<file path="config.mk">
export PLATFORM = sky130hd
export DESIGN_NAME = spte_ctrl
export DESIGN_NICKNAME = d
export VERILOG_FILES = /design/src/spte_pkg.sv /design/src/spte_ctrl.sv
export SDC_FILE = /design/constraint.sdc
export NUM_CORES = 1
export LEC_CHECK = 0
export BUFFER_PORTS_ARGS = -buffer_cell sky130_fd_sc_hd__clkbuf_2
export CAP_MARGIN = 20
export CORE_ASPECT_RATIO = 1.1
export CORE_MARGIN = 2
export CORE_UTILIZATION = 54
export CTS_CLUSTER_DIAMETER = 120
export DETAILED_ROUTE_END_ITERATION = 12
export PLACE_DENSITY = 0.77
export SETUP_SLACK_MARGIN = 0.2
export SYNTH_ARGS = -nofsm -noshare
export SYNTH_HDL_FRONTEND = slang
export SYNTH_SLANG_ARGS = --single-unit
</file>
<file path="constraint.sdc">
create_clock -name i_clk -period 1.95 [get_ports i_clk]
set_input_delay 0.39 -clock i_clk [delete_from_list [all_inputs] [get_ports i_clk]]
set_output_delay 0.39 -clock i_clk [all_outputs]
set_load 0.02 [all_outputs]
</file>
<file path="src/spte_pkg.sv">
// Shared types and constants for the stopping-power table block.
// Used by the controller, the datapath and the top level; no dependencies.
package spte_pkg;

    localparam logic [1:0] CMD_APPEND = 2'd0;
    localparam logic [1:0] CMD_QUERY  = 2'd1;
    localparam logic [1:0] CMD_CLEAR  = 2'd2;

    localparam logic [1:0] ST_OK        = 2'd0;
    localparam logic [1:0] ST_FULL      = 2'd1;
    localparam logic [1:0] ST_NEED_ROWS = 2'd2;
    localparam logic [1:0] ST_CLAMPED   = 2'd3;

    localparam int DIV_STEPS = 32;
    localparam int DIV_CW    = 5;

    typedef enum logic [3:0] {
        OP_NONE,
        OP_ACCEPT,
        OP_SRCH_RD,
        OP_SRCH_CMP,
        OP_FETCH_LO,
        OP_FETCH_HI,
        OP_SELECT,
        OP_LERP_MUL,
        OP_DIV_STEP,
        OP_LERP_END,
        OP_MUL_W,
        OP_SUM_W,
        OP_MUL_S,
        OP_FINISH
    } t_op;

    typedef struct packed {
        t_op  op;
        logic ch;
    } t_dp_cmd;

    typedef struct packed {
        logic query;
        logic cnt_ok;
        logic lo_lt_hi;
        logic interp;
    } t_dp_stat;

endpackage

</file>
<file path="src/spte_ctrl.sv">
// Sequencing state machine for the stopping-power table block.
// Depends on spte_pkg; drives the datapath through command and status structs.
module spte_ctrl (
    input  logic              i_clk,
    input  logic              i_rst_n,
    input  logic              i_valid,
    output logic              o_stall,
    output logic              o_valid,
    input  logic              i_stall,
    input  spte_pkg::t_dp_stat i_stat,
    output spte_pkg::t_dp_cmd  o_cmd
);
    import spte_pkg::*;

    typedef enum logic [3:0] {
        S_IDLE, S_SRCH, S_CMP, S_FHI, S_SEL, S_MUL, S_DIV, S_END,
        S_MW, S_SW, S_MS, S_FIN, S_OUT
    } t_state;

    t_state              r_state;
    logic                r_valid;
    logic                r_ch;
    logic [DIV_CW-1:0]   r_div_cnt;

    always_ff @(posedge i_clk) begin
        if (!i_rst_n) begin
            r_state   <= S_IDLE;
            r_valid   <= 1'b0;
            r_ch      <= 1'b0;
            r_div_cnt <= '0;
        end else begin
            case (r_state)
                S_IDLE: begin
                    if (i_valid) begin
                        if (i_stat.query && i_stat.cnt_ok) begin
                            r_state <= S_SRCH;
                        end else begin
                            r_state <= S_OUT;
                            r_valid <= 1'b1;
                        end
                    end
                end
                S_SRCH: begin
                    r_state <= i_stat.lo_lt_hi ? S_CMP : S_FHI;
                end
                S_CMP: r_state <= S_SRCH;
                S_FHI: r_state <= S_SEL;
                S_SEL: begin
                    r_ch    <= 1'b0;
                    r_state <= i_stat.interp ? S_MUL : S_MW;
                end
                S_MUL: begin
                    r_div_cnt <= '0;
                    r_state   <= S_DIV;
                end
                S_DIV: begin
                    r_div_cnt <= r_div_cnt + 1'b1;
                    if (r_div_cnt == DIV_CW'(DIV_STEPS - 1)) begin
                        r_state <= S_END;
                    end
                end
                S_END: begin
                    if (!r_ch) begin
                        r_ch    <= 1'b1;
                        r_state <= S_MUL;
                    end else begin
                        r_state <= S_MW;
                    end
                end
                S_MW:  r_state <= S_SW;
                S_SW:  r_state <= S_MS;
                S_MS:  r_state <= S_FIN;
                S_FIN: begin
                    r_state <= S_OUT;
                    r_valid <= 1'b1;
                end
                S_OUT: begin
                    if (!i_stall) begin
                        r_state <= S_IDLE;
                        r_valid <= 1'b0;
                    end
                end
                default: r_state <= S_IDLE;
            endcase
        end
    end

    always_comb begin
        o_cmd.ch = r_ch;
        case (r_state)
            S_IDLE:  o_cmd.op = i_valid ? OP_ACCEPT : OP_NONE;
            S_SRCH:  o_cmd.op = i_stat.lo_lt_hi ? OP_SRCH_RD : OP_FETCH_LO;
            S_CMP:   o_cmd.op = OP_SRCH_CMP;
            S_FHI:   o_cmd.op = OP_FETCH_HI;
            S_SEL:   o_cmd.op = OP_SELECT;
            S_MUL:   o_cmd.op = OP_LERP_MUL;
            S_DIV:   o_cmd.op = OP_DIV_STEP;
            S_END:   o_cmd.op = OP_LERP_END;
            S_MW:    o_cmd.op = OP_MUL_W;
            S_SW:    o_cmd.op = OP_SUM_W;
            S_MS:    o_cmd.op = OP_MUL_S;
            S_FIN:   o_cmd.op = OP_FINISH;
            default: o_cmd.op = OP_NONE;
        endcase
    end

    assign o_stall = (r_state != S_IDLE);
    assign o_valid = r_valid;

endmodule

</file>
==> run_results.csv <==
group,metric,value,unit
pwr,p_leak,0.000426,uW
route,ant_nets,0,
route,wl,2330,um
synth,async_flop_share,0,%
synth,synth_most_common_cell,"a21oi_1",
global_route,use_met1,29.9,%
floorplan,dieArea,0.00199,sq mm
worst_setup_path,r2r_cells,7,
status,status,"complete, no violations",
place,dp_slack,320,ps
worst_setup_path,rr_startpoint,"r_div_cnt[0]$_SDFFE_PN0P_",
sta,setup_viol,0,
sta,fin_setup_tns,0,ps
cts,clk_latency,270,ps
cts,path_clk_slew,70,ps
synth,synth_top_area_share,24.7,%
sta,rsz0062_at_grt,"true",
cts,clock_sinks,11,
worst_setup_path,critPathLaunchType,"register",
worst_setup_path,critical_path_class,"reg -> out",
place,placed_area,950,sq um
synth,yosys_warnings,0,
floorplan,ios,15,
hold_path,min_to,"r_state[3]$_SDFFE_PN0P_",
finish,syn_to_final_growth,21.6,%
route,drc,0,
worst_setup_path,cp.arrival,1370,ps
global_route,grt_pass1_vias,861,
pwr,ir_drop,0.000781,V
route,first_iter_violations,34,
synth,yosys-top-cells-area,"dfxtp_1 25%, a21oi_1 6.7%, nand2_1 3.8%, buf_6 3.8%, and2_1 3.5%",
cts,cts_tree,"yes",
finish,fillerInstances,118,
worst_setup_path,end_kind,"output pin",
global_route,grt_pass1_wl,3780,um
route,routed_via_density,6.45,
worst_setup_path,crit_family,"simple AND/OR/NAND/NOR gates",
synth,synth_area,891,sq um
synth,ys.flop_type,"dfxtp_1",
cts,cts_hold_buffers,0,
synth,ys_seq_area_share,24.7,%
pwr,p_per_area,1310,mW/mm^2
global_route,grt_overflow,0,
finish,final_cells,145,
place,place_congestion,0.870,
worst_setup_path,path_cells,"buf_6, nor2_4, inv_2, or3_1, clkbuf_8",
synth,syn_inst,108,
sta,maxSlewHeadroom,71.7,%
cts,clockBufferDepth,2,
route,first_pass_iters,6,
place,hpwl,1530,um
sta,final-hold-violation-count,0,
synth,ys_top_cells_by_count,"12 x a21oi_1, 11 x dfxtp_1, 9 x nand2_1, 6 x nor2_1",
finish,drive_gt1_share,35.9,%
sta,finalMaxSlewViolations,0,
worst_setup_path,r2r_end,"r_div_cnt[4]$_SDFFE_PN0P_",
hold_path,whs_path_depth,3,
global_route,busiest_layer,"met2",
global_route,track_usage,25.8,%
finish,antennaDiodeCount,0,
synth,synth_edf_count,0,
synth,synth_seq_cells,11,
worst_setup_path,cp_slowest_cell,"dfxtp_4",
pwr,finalPower,1420,uW
worst_setup_path,path_buf_inv,3,
floorplan,core,0.00156,sq mm
finish,design_area,0.00108,sq mm
route,vias,935,
global_route,grt_max_degree,15,
worst_setup_path,critPathMaxFanout,4,
synth,yosysUniqueCellTypes,46,
floorplan,initial_core_util,57.2,%
sta,tightest_slew,425,ps
route,wl_per_cell,16.0,um
cts,cts_buffers,3,
floorplan,rows,15,
sta,timing.final.ws_setup,186,ps
global_route,met2_usage,40.6,%
floorplan,die_y,46.6,um
floorplan,die_x,42.7,um
sta,finalCritPeriodShare,90.5,%
synth,postSynthAreaPerCell,8.25,sq um
sta,finClkSkew,1.59,ps
cts,htree_levels,1,
finish,finalNetCount,139,
global_route,grtUsageMet3,8.24,%
hold_path,hp-class,"in -> reg",
flow_run,drv_cap,0,
worst_setup_path,crit_required,1560,ps
synth,syn_nets,118,
synth,synth_largest_area_cell,"dfxtp_1",
worst_setup_path,slowest_delay,370,ps
place,dp.cells,134,
global_route,antenna_found_initial,0,
sta,min_period,1760,ps
place,portBuffers,14,
sta,fmax,0.567,GHz
worst_setup_path,rrSetupSlack,360,ps
hold_path,worstHoldStart,"i_stall",
cts,cts_root_buf,"clkbuf_4",
## flip-flops by register name, summed over array words and instances (netlist names)
| signal | cells |
|---|---|
| r_div_cnt | 5 |
| r_ch | 1 |
| o_valid | 1 |
| r_state | 4 |
## worst reg2reg max path, cell delays in order (launching register included)
cell and delay, ps:
dfxtp_1 350, ha_1 250, and3_1 190, ha_1 270
nand2_1 80, a2bb2oi_2 120, o2bb2ai_1 70, and2_1 150
## worst max-delay path by stage
stage                       startpoint       end  slack [ps]  depth (start not counted)
6_report       r_state[1]$_SDFFE_PN0P_   o_stall         190                          5
5_1_grt        r_state[1]$_SDFFE_PN0P_   o_stall         130                          5
4_1_cts        r_state[1]$_SDFFE_PN0P_   o_stall         180                          5
3_5_place_dp   r_state[2]$_SDFFE_PN0P_  o_cmd[1]         320                          4
3_3_place_gp   r_state[3]$_SDFFE_PN0P_  o_cmd[3]         290                          5
2_1_floorplan  r_state[1]$_SDFFE_PN0P_  o_cmd[1]         240                          4
## cells by family (layout without fill, tap and decap cells)
group	after synthesis	after routing	synth area share, %
muxes	1	1	1.12
buffers and inverters	15	35	10.8
and+or+nand+nor	37	37	23.7
AOI/OAI and AO/OA	42	42	36.8
adders and majority gates	2	2	2.81
DFF	11	11	24.7
## power by group
part	internal [uW]	leakage [uW]	total, uW	switching (uW)
clock	79.2	0.0000150	156	77.1
sequential	279	0.0000922	344	65.3
combinational	416	0.000319	919	503
## per-layer routing
metal | vias to the layer above | share of wire, %
li1 | 442 | -
met2 | 59 | 48
met3 | 10 | 9.7
met1 | 424 | 40
met5 | - | 0
met4 | 0 | 2.5
## stage by stage
stage	hold WS, ps	util, %
after global routing	423	69.6
after floorplan	491	-
after global placement	506	61.0
after CTS	390	68.6
after detailed placement	515	61.0
final	403	69.6
## what timing repair did
action                                 CTS  global route
resized for setup                       13             5
pin swaps                                1             1
buffers inserted                         6             1
setup endpoints to repair                4             4
endpoints found under the hold margin    0             0
## cell usage in the layout, fill, tap and decap left out, drive strengths merged, types with 2 or more instances in the layout
master,Yosys,layout
and2,5,5
nor2,7,7
clkbuf,1,16
nor3,3,3
nand3,3,3
o21ai,8,8
o22ai,2,2
dfxtp,11,11
o32ai,2,2
buf,9,14
a21oi,12,12
a2bb2oi,4,4
o2bb2ai,2,2
and3,2,2
ha,2,2
or3,2,2
inv,5,5
nand2,9,9
## area by class of cell
class	count	area (sq um)	share of cell area, %
inverter	5	23.8	2.19
multi-input combinational	82	589	54.4
sequential	11	235	21.7
timing repair buffer	26	188	17.3
clock buffer	4	26.3	2.42
tap	17	21.3	1.96
No activity file was read; power rests on OpenSTA's default activity.
